===== config.mk =====
export PLATFORM = sky130hd
export DESIGN_NAME = sorted_linear_quantiles
export DESIGN_NICKNAME = d
export VERILOG_FILES = /design/src/rtl/core/slq_pkg.sv /design/src/rtl/core/slq_store.sv /design/src/rtl/core/sorted_linear_quantiles.sv
export VERILOG_INCLUDE_DIRS = /design/src /design/src/rtl/core
export SDC_FILE = /design/constraint.sdc
export NUM_CORES = 2
export LEC_CHECK = 0
export BUFFER_PORTS_ARGS = -buffer_cell sky130_fd_sc_hd__buf_4
export CORE_AREA = 2 2 453 455
export CTS_CLUSTER_DIAMETER = 100
export DETAILED_ROUTE_END_ITERATION = 7
export DIE_AREA = 0 0 455 457
export GPL_TIMING_DRIVEN = 1
export PLACE_DENSITY_LB_ADDON = 0.05
export SLEW_MARGIN = 20
export SYNTH_ARGS = -nofsm -noshare
export SYNTH_HDL_FRONTEND = slang
export SYNTH_SLANG_ARGS = --single-unit

===== constraint.sdc =====
create_clock -name clk_i -period 16.5 [get_ports clk_i]
set_clock_uncertainty 0.05 [all_clocks]
set_input_delay 1.65 -clock clk_i [delete_from_list [all_inputs] [get_ports clk_i]]
set_output_delay 1.65 -clock clk_i [all_outputs]
set_load 0.02 [all_outputs]

===== src/rtl/core/sorted_linear_quantiles_assert.svh =====
// Assertion macros shared by the sorted_linear_quantiles RTL.
// No dependencies; included by the files that assert.
`ifndef SORTED_LINEAR_QUANTILES_ASSERT_SVH
`define SORTED_LINEAR_QUANTILES_ASSERT_SVH
// Implication checked on every clock edge outside reset.
`define SLQ_ASSERT(label, clk, rstn, prop, msg) \
  label: assert property (@(posedge clk) disable iff (!rstn) (prop)) else $error(msg);
// Condition that must never be true outside reset.
`define SLQ_NEVER(label, clk, rstn, cond, msg) \
  label: assert property (@(posedge clk) disable iff (!rstn) !(cond)) else $error(msg);
`endif


===== src/rtl/core/slq_pkg.sv =====
// Package for sorted_linear_quantiles: payload types, register indexes, sizes.
// No dependencies.
package slq_pkg;
  localparam int MaxSamples = 64;
  localparam int ProbSlots  = 4;
  localparam int AddrW      = $clog2(MaxSamples);
  localparam int CntW       = $clog2(MaxSamples + 1);
  localparam int SlotW      = 2;

  localparam logic [2:0] RegProbCount = 3'd0;
  localparam logic [2:0] RegProbA     = 3'd1;
  localparam logic [2:0] RegProbD     = 3'd4;
  localparam logic [2:0] RegNaRemove  = 3'd5;

  typedef struct packed {
    logic signed [31:0] sample;
    logic               sample_missing;
    logic               set_last;
  } in_item_t;

  typedef struct packed {
    logic signed [31:0] quantile_value;
    logic               value_missing;
    logic [1:0]         prob_slot;
    logic               result_last;
  } out_item_t;

  // Memory request from the sequencer to the sample store.
  typedef struct packed {
    logic               we;
    logic [AddrW-1:0]   waddr;
    logic signed [31:0] wdata;
    logic [AddrW-1:0]   raddr;
  } mem_req_t;
endpackage


===== src/rtl/core/slq_store.sv =====
// Sample store of sorted_linear_quantiles: one write port, one registered read.
// Depends on slq_pkg.
module slq_store import slq_pkg::*; (
  input  logic               clk_i,
  input  mem_req_t           req_i,
  output logic signed [31:0] rdata_o
);
  logic signed [31:0] mem_q [MaxSamples];

  always_ff @(posedge clk_i) begin
    if (req_i.we) mem_q[req_i.waddr] <= req_i.wdata;
    rdata_o <= mem_q[req_i.raddr];
  end
endmodule


===== src/rtl/core/sorted_linear_quantiles.sv =====
// sorted_linear_quantiles: collects a set of signed Q16.16 samples, keeping the
// valid ones sorted by insertion in a 64-entry synchronous memory, and on the
// sample flagged set_last emits one type-7 interpolated quantile per configured
// probability. Insertion walks the memory from the top, one read and one
// shifting write per cycle, moving each larger stored sample up by one entry
// before the new sample is written; missing or over-capacity samples are not
// stored. For each probability the emit phase chooses the case, reads the
// lower and then the upper order statistic, multiplies, adds when the fraction
// is nonzero, and outputs; when a special case decides the result it goes
// straight from the choice to the output. A stalled output register holds the
// emit phase. Results leave through an output register; input stall is high
// whenever the control is not idle, during an insertion and the emit phase.
`include "sorted_linear_quantiles_assert.svh"
module sorted_linear_quantiles import slq_pkg::*; (
  input  logic        clk_i,
  input  logic        rst_ni,
  input  logic        in_valid_i,
  output logic        in_stall_o,
  input  in_item_t    in_data_i,
  output logic        out_valid_o,
  input  logic        out_stall_i,
  output out_item_t   out_data_o,
  input  logic        cfg_valid_i,
  output logic        cfg_ready_o,
  input  logic [2:0]  cfg_index_i,
  input  logic [31:0] cfg_data_i
);
  typedef enum logic [8:0] {
    S_IDLE = 9'b000000001,
    S_INS  = 9'b000000010, // compare store[i-1] with the new value
    S_EMIT = 9'b000000100, // choose the case for one slot
    S_RLO  = 9'b000001000, // read lower order statistic
    S_RHI  = 9'b000010000, // read upper
    S_MUL  = 9'b000100000,
    S_ADD  = 9'b001000000,
    S_OUT  = 9'b010000000,
    S_WAIT = 9'b100000000
  } state_e;

  state_e state_q, state_d;

  logic [2:0]  prob_count_q;
  logic [16:0] prob_q [ProbSlots];
  logic        na_remove_q;

  logic [CntW-1:0] valid_count_q, raw_count_q, idx_q;
  logic            missing_seen_q, first_missing_q;
  logic signed [31:0] first_value_q, new_q, lo_q, res_value_q;
  logic            res_missing_q; // result of the current slot, held until output
  logic [1:0]      slot_q;
  logic [2:0]      count_q;
  logic [15:0]     frac_q;
  logic signed [49:0] prod_q;
  out_item_t       out_q;
  logic            out_v_q;

  mem_req_t req;
  logic signed [31:0] rdata;

  slq_store u_store (.clk_i(clk_i), .req_i(req), .rdata_o(rdata));

  assign cfg_ready_o = 1'b1;
  assign in_stall_o  = (state_q != S_IDLE);
  assign out_valid_o = out_v_q;
  assign out_data_o  = out_q;

  wire in_xfer  = in_valid_i && !in_stall_o;
  wire out_free = !out_v_q || !out_stall_i;

  // Position of the current slot's probability in the sorted set.
  logic [16:0] p_sat;
  logic [CntW+16:0] pos;
  logic [CntW-1:0] lo_idx;
  always_comb begin
    p_sat  = prob_q[slot_q] > 17'd65536 ? 17'd65536 : prob_q[slot_q];
    pos    = p_sat * (CntW+17)'(valid_count_q - 1'b1);
    lo_idx = pos[CntW+15:16];
    if (lo_idx >= valid_count_q) lo_idx = valid_count_q - 1'b1;
  end

  always_comb begin
    req = '0;
    req.raddr = AddrW'(idx_q - 1'b1);
    // An accepted sample compares first against the largest stored one.
    if (state_q == S_IDLE) req.raddr = AddrW'(valid_count_q - 1'b1);
    if (state_q == S_INS) begin
      if (idx_q != '0 && rdata > new_q) begin
        req.we = 1'b1; req.waddr = AddrW'(idx_q); req.wdata = rdata;
        req.raddr = AddrW'(idx_q - 2'd2);
      end else begin
        req.we = 1'b1; req.waddr = AddrW'(idx_q); req.wdata = new_q;
      end
    end
    if (state_q == S_RLO) req.raddr = AddrW'(lo_idx);
    if (state_q == S_RHI) req.raddr = AddrW'(lo_idx + 1'b1);
  end

  always_ff @(posedge clk_i or negedge rst_ni) begin
    if (!rst_ni) begin
      state_q <= S_IDLE; prob_count_q <= 3'd1; na_remove_q <= 1'b0;
      for (int k = 0; k < ProbSlots; k++) prob_q[k] <= 17'd32768;
      valid_count_q <= '0; raw_count_q <= '0; missing_seen_q <= 1'b0;
      first_missing_q <= 1'b0; first_value_q <= '0; out_v_q <= 1'b0;
      idx_q <= '0; slot_q <= '0; count_q <= '0;
    end else begin
      if (cfg_valid_i) begin
        if (cfg_index_i == RegProbCount) prob_count_q <= cfg_data_i[2:0];
        else if (cfg_index_i >= RegProbA && cfg_index_i <= RegProbD)
          prob_q[2'(cfg_index_i - RegProbA)] <= cfg_data_i[16:0];
        else if (cfg_index_i == RegNaRemove) na_remove_q <= cfg_data_i[0];
      end
      if (state_q == S_OUT && out_free) out_v_q <= 1'b1;
      else if (!out_stall_i) out_v_q <= 1'b0;
      case (state_q)
        S_IDLE: if (in_xfer) begin
          slot_q  <= '0;
          count_q <= (prob_count_q == 3'd0) ? 3'd1 :
                     (prob_count_q > 3'(ProbSlots)) ? 3'(ProbSlots) : prob_count_q;
          if (raw_count_q < CntW'(MaxSamples)) begin
            if (raw_count_q == '0) begin
              first_value_q <= in_data_i.sample;
              first_missing_q <= in_data_i.sample_missing;
            end
            raw_count_q <= raw_count_q + 1'b1;
            if (in_data_i.sample_missing) missing_seen_q <= 1'b1;
            else begin
              new_q <= in_data_i.sample; idx_q <= valid_count_q;
              state_q <= S_INS;
            end
          end
          if (state_d == S_EMIT || !(raw_count_q < CntW'(MaxSamples)) ||
              in_data_i.sample_missing)
            if (in_data_i.set_last) state_q <= S_EMIT;
        end
        S_INS: begin
          if (idx_q != '0 && rdata > new_q) begin
            idx_q <= idx_q - 1'b1;
          end else begin
            valid_count_q <= valid_count_q + 1'b1;
            state_q <= state_d;
          end
        end
        S_EMIT: begin
          if (raw_count_q == CntW'(1)) begin
            res_value_q <= first_missing_q ? '0 : first_value_q;
            res_missing_q <= first_missing_q; state_q <= S_OUT;
          end else if ((missing_seen_q && !na_remove_q) || valid_count_q == '0) begin
            res_value_q <= '0; res_missing_q <= 1'b1;
            state_q <= S_OUT;
          end else begin
            frac_q <= pos[15:0]; state_q <= S_RLO;
          end
        end
        S_RLO: state_q <= S_RHI;
        S_RHI: begin lo_q <= rdata; state_q <= S_MUL; end
        S_MUL: begin
          if (frac_q == '0 || lo_idx + 1'b1 >= valid_count_q) begin
            res_value_q <= lo_q; res_missing_q <= 1'b0;
            state_q <= S_OUT;
          end else state_q <= S_ADD;
          prod_q <= (33'(rdata) - 33'(lo_q)) * $signed({1'b0, frac_q});
        end
        S_ADD: begin
          res_value_q <= lo_q + 32'(prod_q >>> 16);
          res_missing_q <= 1'b0; state_q <= S_OUT;
        end
        S_OUT: if (out_free) begin
          out_q.quantile_value <= res_value_q;
          out_q.value_missing <= res_missing_q;
          out_q.prob_slot <= slot_q;
          out_q.result_last <= (3'(slot_q) + 3'd1 == count_q);
          if (3'(slot_q) + 3'd1 == count_q) begin
            valid_count_q <= '0; raw_count_q <= '0; missing_seen_q <= 1'b0;
            first_value_q <= '0; first_missing_q <= 1'b0; state_q <= S_IDLE;
          end else begin
            slot_q <= slot_q + 1'b1; state_q <= S_EMIT;
          end
        end
        default: state_q <= S_IDLE;
      endcase
    end
  end

  // After insertion: go on to emit when the sample closed the set.
  logic last_q;
  always_ff @(posedge clk_i) if (in_xfer) last_q <= in_data_i.set_last;
  always_comb state_d = (state_q == S_INS && last_q) ? S_EMIT : S_IDLE;

  `SLQ_NEVER(a_cnt_order, clk_i, rst_ni, valid_count_q > raw_count_q,
    "more sorted samples than raw samples")
  `SLQ_ASSERT(a_out_hold, clk_i, rst_ni, out_v_q && out_stall_i |=> $stable(out_q),
    "stalled result changed")
  `SLQ_ASSERT(a_stall_busy, clk_i, rst_ni, state_q == S_INS |-> in_stall_o,
    "input accepted during insertion")
endmodule


# == After elaboration in Yosys (flattened, before gate mapping) ==
# Memories as Yosys holds them, arrays and structs flattened. A register that Yosys moved wholly into a read port is not among the register bits.
# Index checks and enable logic that the tools add are counted.
# word_totals
regBits,340
ramBits,2048
in_bits,74
output_inout_bits,39
elab_cells,204
memories,1
# classes
n_addsub,12
multipliers,2
n_lt_le_gt_ge,11
eq_ne,26
mux,74
n_bitwise,7
n_reduce_logical,44
# memory_table
memory,words,width,rd,rd_clocked_by_memory_dff,wr,line_no,text
u_store.mem_q,64,32,1,1,1,slq_store.sv:8,logic signed [31:0] mem_q [MaxSamples];
# ops
op,n
$mux W32,10
$pmux W32 S3,1
$pmux W9 S8,1
$mux W7,10
$bwmux W68,1
$mux W17,4
$pmux W32 S2,1
$mux W9,7
$mul A33 B17 Y48,1
$mux W45,1
$pmux W7 S2,3
$bmux W17 S2,1
$demux W17 S2,1
$sub A32 B32 Y33,1
$add A32 B32 Y32,1
$gt A32 B32 Y1,1
$mux W6,4
$mux W8,3
$mul A18 B8 Y23,1
$add A7 B1 Y7 const B,3
$reduce_and A4 Y1,5
$eq A9 B3 Y1 const B,2
$gt A17 B17 Y1 const B,1
$logic_not A16 Y1,1
other kinds (47),111

# == Logic depth before layout (Yosys ltp) ==
# depth
ltp_word,14
mapped_depth,48
mapped_depth_nobuf,45

# == Cells and area by module ==
# A second synthesis with hierarchy kept.
# unflattened
cells_unflattened,7883
hier_area_um2,119682.3
# modules_own_cells
mod,instances,cells_each,area_each_um2,seq_area_each_um2
slq_store,1,3572,78871.9,62139.6
sorted_linear_quantiles,1,4311,40810.4,9026.2

# == Least setup slack after synthesis ==
# Ideal clock, no wire load.
# synth_path
path_type,register to register
start,reg slot_q[0]
end,"reg res_missing_q, enable pin"
setup_ns,0.423
arrival_ns,10.675
required_time_ns,16.027
path_slack_ns,5.352
stages_incl_launch_ff,42
path_buffers,4
synth_period_minus_slack_ns,11.148
path_cell_list,dfrtp_1 buf_1 mux4_2 nor4_1 nand4_1 nand2b_1 clkbuf_1 buf_1 nand3_1 fa_1 inv_1 fa_1 inv_1 fa_1 fa_1 inv_1 ha_1 nor2b_1 (+6 left out) nor2_1 o21bai_1 a21oi_1 xnor2_1 ha_1 nand2_1 o21ai_1 clkbuf_1 o21ai_1 or3_1 nor2_1 nand2_1 xor2_1 ha_1 o21ai_0 nand2_1 nor2_1 nor2_1
# synth_via
elab_chain_len,14
# synth_lines
item,line_no,text
start: declaration,sorted_linear_quantiles.sv:50,logic [1:0] slot_q;
start signal: assignment,sorted_linear_quantiles.sv:104,idx_q <= '0; slot_q <= '0; count_q <= '0;
start signal: assignment,sorted_linear_quantiles.sv:116,slot_q <= '0;
start signal: assignment,sorted_linear_quantiles.sv:176,slot_q <= slot_q + 1'b1; state_q <= S_EMIT;
$not A2 Y3 (implied by the code) *,sorted_linear_quantiles.sv:75,p_sat = prob_q[slot_q] > 17'd65536 ? 17'd65536 : prob_q[slot_q];
$bmux W17 S2 *,sorted_linear_quantiles.sv:75,
$mux W17 (implied by the code) * (2 in series),sorted_linear_quantiles.sv:75,
$gt A17 B17 Y1,sorted_linear_quantiles.sv:75,
$mux W17 *,sorted_linear_quantiles.sv:75,
$mul A18 B8 Y23 *,sorted_linear_quantiles.sv:76,pos = p_sat * (CntW+17)'(valid_count_q - 1'b1);
$ge A7 B7 Y1,sorted_linear_quantiles.sv:78,if (lo_idx >= valid_count_q) lo_idx = valid_count_q - 1'b1;
$mux W7 *,sorted_linear_quantiles.sv:78,
$add A7 B1 Y7 *,sorted_linear_quantiles.sv:157,if (frac_q == '0 || lo_idx + 1'b1 >= valid_count_q) begin
$ge A7 B7 Y1 *,sorted_linear_quantiles.sv:157,
$logic_or A1 B1 Y1 *,sorted_linear_quantiles.sv:157,
$ne A2 B2 Y1 (no source line) *,--,
$reduce_and A4 Y1 (no source line) *,--,
end signal: assignment,sorted_linear_quantiles.sv:148,res_value_q <= '0; res_missing_q <= 1'b1;
end signal: assignment,sorted_linear_quantiles.sv:158,res_value_q <= lo_q; res_missing_q <= 1'b0;
end signal: assignment,sorted_linear_quantiles.sv:165,res_missing_q <= 1'b0; state_q <= S_OUT;
end: declaration,sorted_linear_quantiles.sv:49,logic res_missing_q;
# Every way passes the cells marked *; elsewhere a longest branch is shown, timed or not. The select of a mux whose other input is x is not followed.
# A chain may end at the register's enable or synchronous reset.

# == Worst setup path after layout ==
# layout_path
start,reg slot_q[1]
end,reg u_store.rdata_o[6] (read register of u_store.mem_q)
# layout_via
elab_chain_len,11
elab_cells_between_ends,12
# layout_lines
item,line_no,text
$not A2 Y3 (implied by the code) *,sorted_linear_quantiles.sv:75,
$bmux W17 S2 *,sorted_linear_quantiles.sv:75,
$mux W17 (implied by the code) * (2 in series),sorted_linear_quantiles.sv:75,
$gt A17 B17 Y1,sorted_linear_quantiles.sv:75,
$mux W17 *,sorted_linear_quantiles.sv:75,
$mul A18 B8 Y23 *,sorted_linear_quantiles.sv:76,
$ge A7 B7 Y1,sorted_linear_quantiles.sv:78,
$mux W7 *,sorted_linear_quantiles.sv:78,
$add A7 B1 Y7 / $mux W6 (equally long branches),--,
$mux W6 *,sorted_linear_quantiles.sv:95,if (state_q == S_RHI) req.raddr = AddrW'(lo_idx + 1'b1);
end: declaration,slq_store.sv:6,output logic signed [31:0] rdata_o
# Marked as above.

==> impl_summary.log <==
[metrics] Max Clock Freq: 71.4 MHz
[metrics] share of flip-flops with an asynchronous set or reset after synthesis: 0.0591
[metrics] type of the tightest min-delay check: register to register
[metrics] vias: between 80000 and 90000
[metrics] post-detailed-route DRC marker count: 0
[metrics] # setup viols final: 0
[metrics] summed instance area of the synthesized netlist: 121000 um2
[metrics] clock slew seen by the registers of the worst setup and hold paths: 60 ps
[metrics] commonest non-fill, non-tap cells in the layout: 2230 x sky130_fd_sc_hd__edfxtp_1, 1247 x sky130_fd_sc_hd__nand2_1, 737 x sky130_fd_sc_hd__inv_1
[metrics] maximum number of pins on one net before global-route repair: 148
[metrics] number of top-level pins: between 100 and 150
[metrics] sequential cell area fraction in the yosys report: 0.586
[metrics] largest fanout on the critical path: 48
[metrics] via count of the first global-routing pass: 79800
[metrics] cell accounting for the most synthesized area: sky130_fd_sc_hd__edfxtp_1
[metrics] width of the chip: 455 um
[metrics] post-synthesis sequential element count: 2404
[metrics] core area: 203000 um2
[metrics] initial core utilization: 0.597
[metrics] unrepaired setup endpoints after global routing: no
[metrics] die footprint: 208000 um2
[metrics] post-route setup slack: 2490 ps
[metrics] detailed-route wire length: between 300 and 400 mm
[metrics] area fraction of the dominant cell type after synthesis: 0.552
[metrics] post-synthesis adder-cell area fraction: 0.125
[metrics] cells resized by post-CTS repair: 0
[metrics] routability congestion estimate: 0.906
[metrics] HPWL Detailed: 209 mm
[metrics] share of the clock period used by the worst path after layout: 0.849
[metrics] post-route setup TNS: 0 ps
[metrics] xor and xnor fraction of the mapped netlist area: 0.00931
[metrics] area added between synthesis and finish: 10.5%
[metrics] largest family of logic cells by synthesized area: adder cells
[metrics] number of pins exceeding their max-slew limit in the final report: 0
[metrics] multi-input combinational cell area: 45800 um2
[metrics] Fillers: 14900
[metrics] proportion of layout cells with a drive suffix above 1: 0.101
[metrics] chip height: 457 um
[metrics] max-cap check violation count: 0
[metrics] GRT Overall Usage: 0.337
[metrics] row count: about 170
[metrics] Slew Limit Headroom: 0.158
[metrics] fin crit period: about 14000 ps
[metrics] worst endpoint data arrival time: 14760 ps
[metrics] number of optimization iterations in the first detailed-route pass: 6
[metrics] residual overflow from global routing: 0
[metrics] post-detailed-route wirelength per cell: 28.3 um
[metrics] distinct cell type count after synthesis: 94
[metrics] share of cell area taken by muxes after synthesis: 0.0313
[metrics] endpoint type of the worst setup path: register
[metrics] final net count: 10400
[metrics] number of synthesized flops with an enable pin: 2230
[metrics] global-route wire length before repair: 515 mm
[metrics] TritonCTS clock tree: done
[metrics] status: finished clean
[metrics] number of buffers on the longest clock path: 3
[metrics] FF+latch area: 71200 um2
[metrics] required time at the worst-slack endpoint: 17250 ps
[metrics] ys flop type: sky130_fd_sc_hd__edfxtp_1
[metrics] simple-gate share of the synthesized area: 0.100
[metrics] slew at the pin closest to its max-slew limit: 1260 ps
[metrics] H-Tree Depth: 4
[metrics] Post CTS Setup Buffer Count: 0
[metrics] most frequent standard cell in the layout excluding fill and tap cells: sky130_fd_sc_hd__edfxtp_1
[metrics] synth top area cells: sky130_fd_sc_hd__edfxtp_1 55%, sky130_fd_sc_hd__fa_1 9.6%, sky130_fd_sc_hd__nand2_1 3.9%
[metrics] CP bufs+invs: 7
[metrics] cell at the root of the clock tree: sky130_fd_sc_hd__clkbuf_16
[metrics] Avg Synthesized Cell Area: about 13 um2
[metrics] number of I/O port buffers: 96
[metrics] cell with the largest stage delay on the worst path: sky130_fd_sc_hd__a22oi_1
[metrics] worst stage delay on the critical path: 1010 ps
[metrics] CTS buffer count: about 240
[metrics] Post-Syn Nets: 10400
[metrics] Synth Area in Compound Gates: 0.103
[metrics] startpoint type of the worst setup path: register
[metrics] pre-CTS worst setup slack: 2450 ps
[metrics] cells after synthesis: 9484
[metrics] antenna violation net count after detailed routing: 0
[metrics] crit-path leading delay family: compound AO/OA/AOI/OAI gates
[metrics] number of violations reported at the end of detailed-routing iteration 0: 9398
[metrics] vias per cell: 6.49
[metrics] number of warnings printed during yosys synthesis: 0
[metrics] antenna violations before repair: 34
[metrics] type of the worst setup path: register to register
[metrics] clock net sink count: roughly 2400
[metrics] Hold-fix buffers, CTS: 0
[metrics] Clock Latency Late Sink: 920 ps
[metrics] final hold viol count: 0
## per-stage QoR
step / hold slack, ps / util / std cells / area (um2)
finish: 360 / 0.660 / 12400 / 134000
CTS: 368 / 0.659 / 12400 / 134000
global route: 375 / 0.660 / 12400 / 134000
detailed placement: 355 / 0.620 / 11900 / 126000
floorplan: 350 / - / 9484 / 121000
global placement: 351 / 0.620 / 11900 / 126000
## Yosys cell counts (136+ instances only)
master                     instances
sky130_fd_sc_hd__nand2_1        1247
sky130_fd_sc_hd__inv_1           737
sky130_fd_sc_hd__nor2_1          327
sky130_fd_sc_hd__a21oi_1         259
sky130_fd_sc_hd__a211oi_1        305
sky130_fd_sc_hd__o21ai_0         278
sky130_fd_sc_hd__and3_1          337
sky130_fd_sc_hd__a31oi_1         192
sky130_fd_sc_hd__and2_1          198
sky130_fd_sc_hd__buf_2           171
sky130_fd_sc_hd__nand3_1         234
sky130_fd_sc_hd__ha_1            282
sky130_fd_sc_hd__mux2i_1         259
sky130_fd_sc_hd__clkbuf_1        368
sky130_fd_sc_hd__edfxtp_1       2230
sky130_fd_sc_hd__fa_1            582
sky130_fd_sc_hd__dfrtp_1         136
## flip-flops by register name (all words and copies together) (netlist names), 2 cells and up
signal / count
count_q: 3
first_value_q: 32
frac_q: 16
idx_q: 7
lo_q: 32
new_q: 32
out_data_o: 36
prob_count_q: 3
prob_q: 68
prod_q: 32
raw_count_q: 7
res_value_q: 32
slot_q: 2
state_q: 9
u_store.mem_q: 2048
u_store.rdata_o: 32
valid_count_q: 7
## cells by family after synthesis
group	Yosys count
compound gates	1785
xor+xnor	129
fa+ha+maj	864
buf+inv	1350
flops	2404
mux	350
other cells	2
simple gates	2600
## routing by layer
metal / up-vias / GRT usage / share of wire
met2: 4096 / 0.531 / 0.46
met4: 10 / 0.138 / 0.044
met3: 720 / 0.0611 / 0.10
met1: 40900 / 0.467 / 0.39
li1: 34600 / - / -
met5: - / 0.000933 / 0.00020
## final cells by class
class	instances	area share
sequential	2404	0.531
antenna	12	0.000224
clock inverter	145	0.0128
multi-input combinational	5730	0.341
timing repair buffer	368	0.0225
tap	2688	0.0251
inverter	738	0.0207
clock buffer	294	0.0467
## path summary, 6_finish.rpt
| check | startpoint | to | slack (ps) | depth (start not counted) |
|---|---|---|---|---|
| max | slot_q[1]$_DFFE_PN0P_ | u_store.rdata_o[6]$_DFF_P_ | 2490 | 36 |
| min | res_value_q[19]$_DFFE_PP_ | out_data_o[23]$_DFFE_PP_ | 360 | 0 |
| max reg2reg | slot_q[1]$_DFFE_PN0P_ | u_store.rdata_o[6]$_DFF_P_ | 2490 | 36 |
| min reg2reg | res_value_q[19]$_DFFE_PP_ | out_data_o[23]$_DFFE_PP_ | 360 | 0 |
| max in group asynchronous | rst_ni | prob_q[48]$_DFFE_PN0P_ | 14030 | 3 |
| min in group asynchronous | rst_ni | first_missing_q$_DFFE_PN0P_ | 680 | 1 |
Power is not shown: default switching activity piles up to over one toggle a cycle in this logic, so the estimate is an artifact.
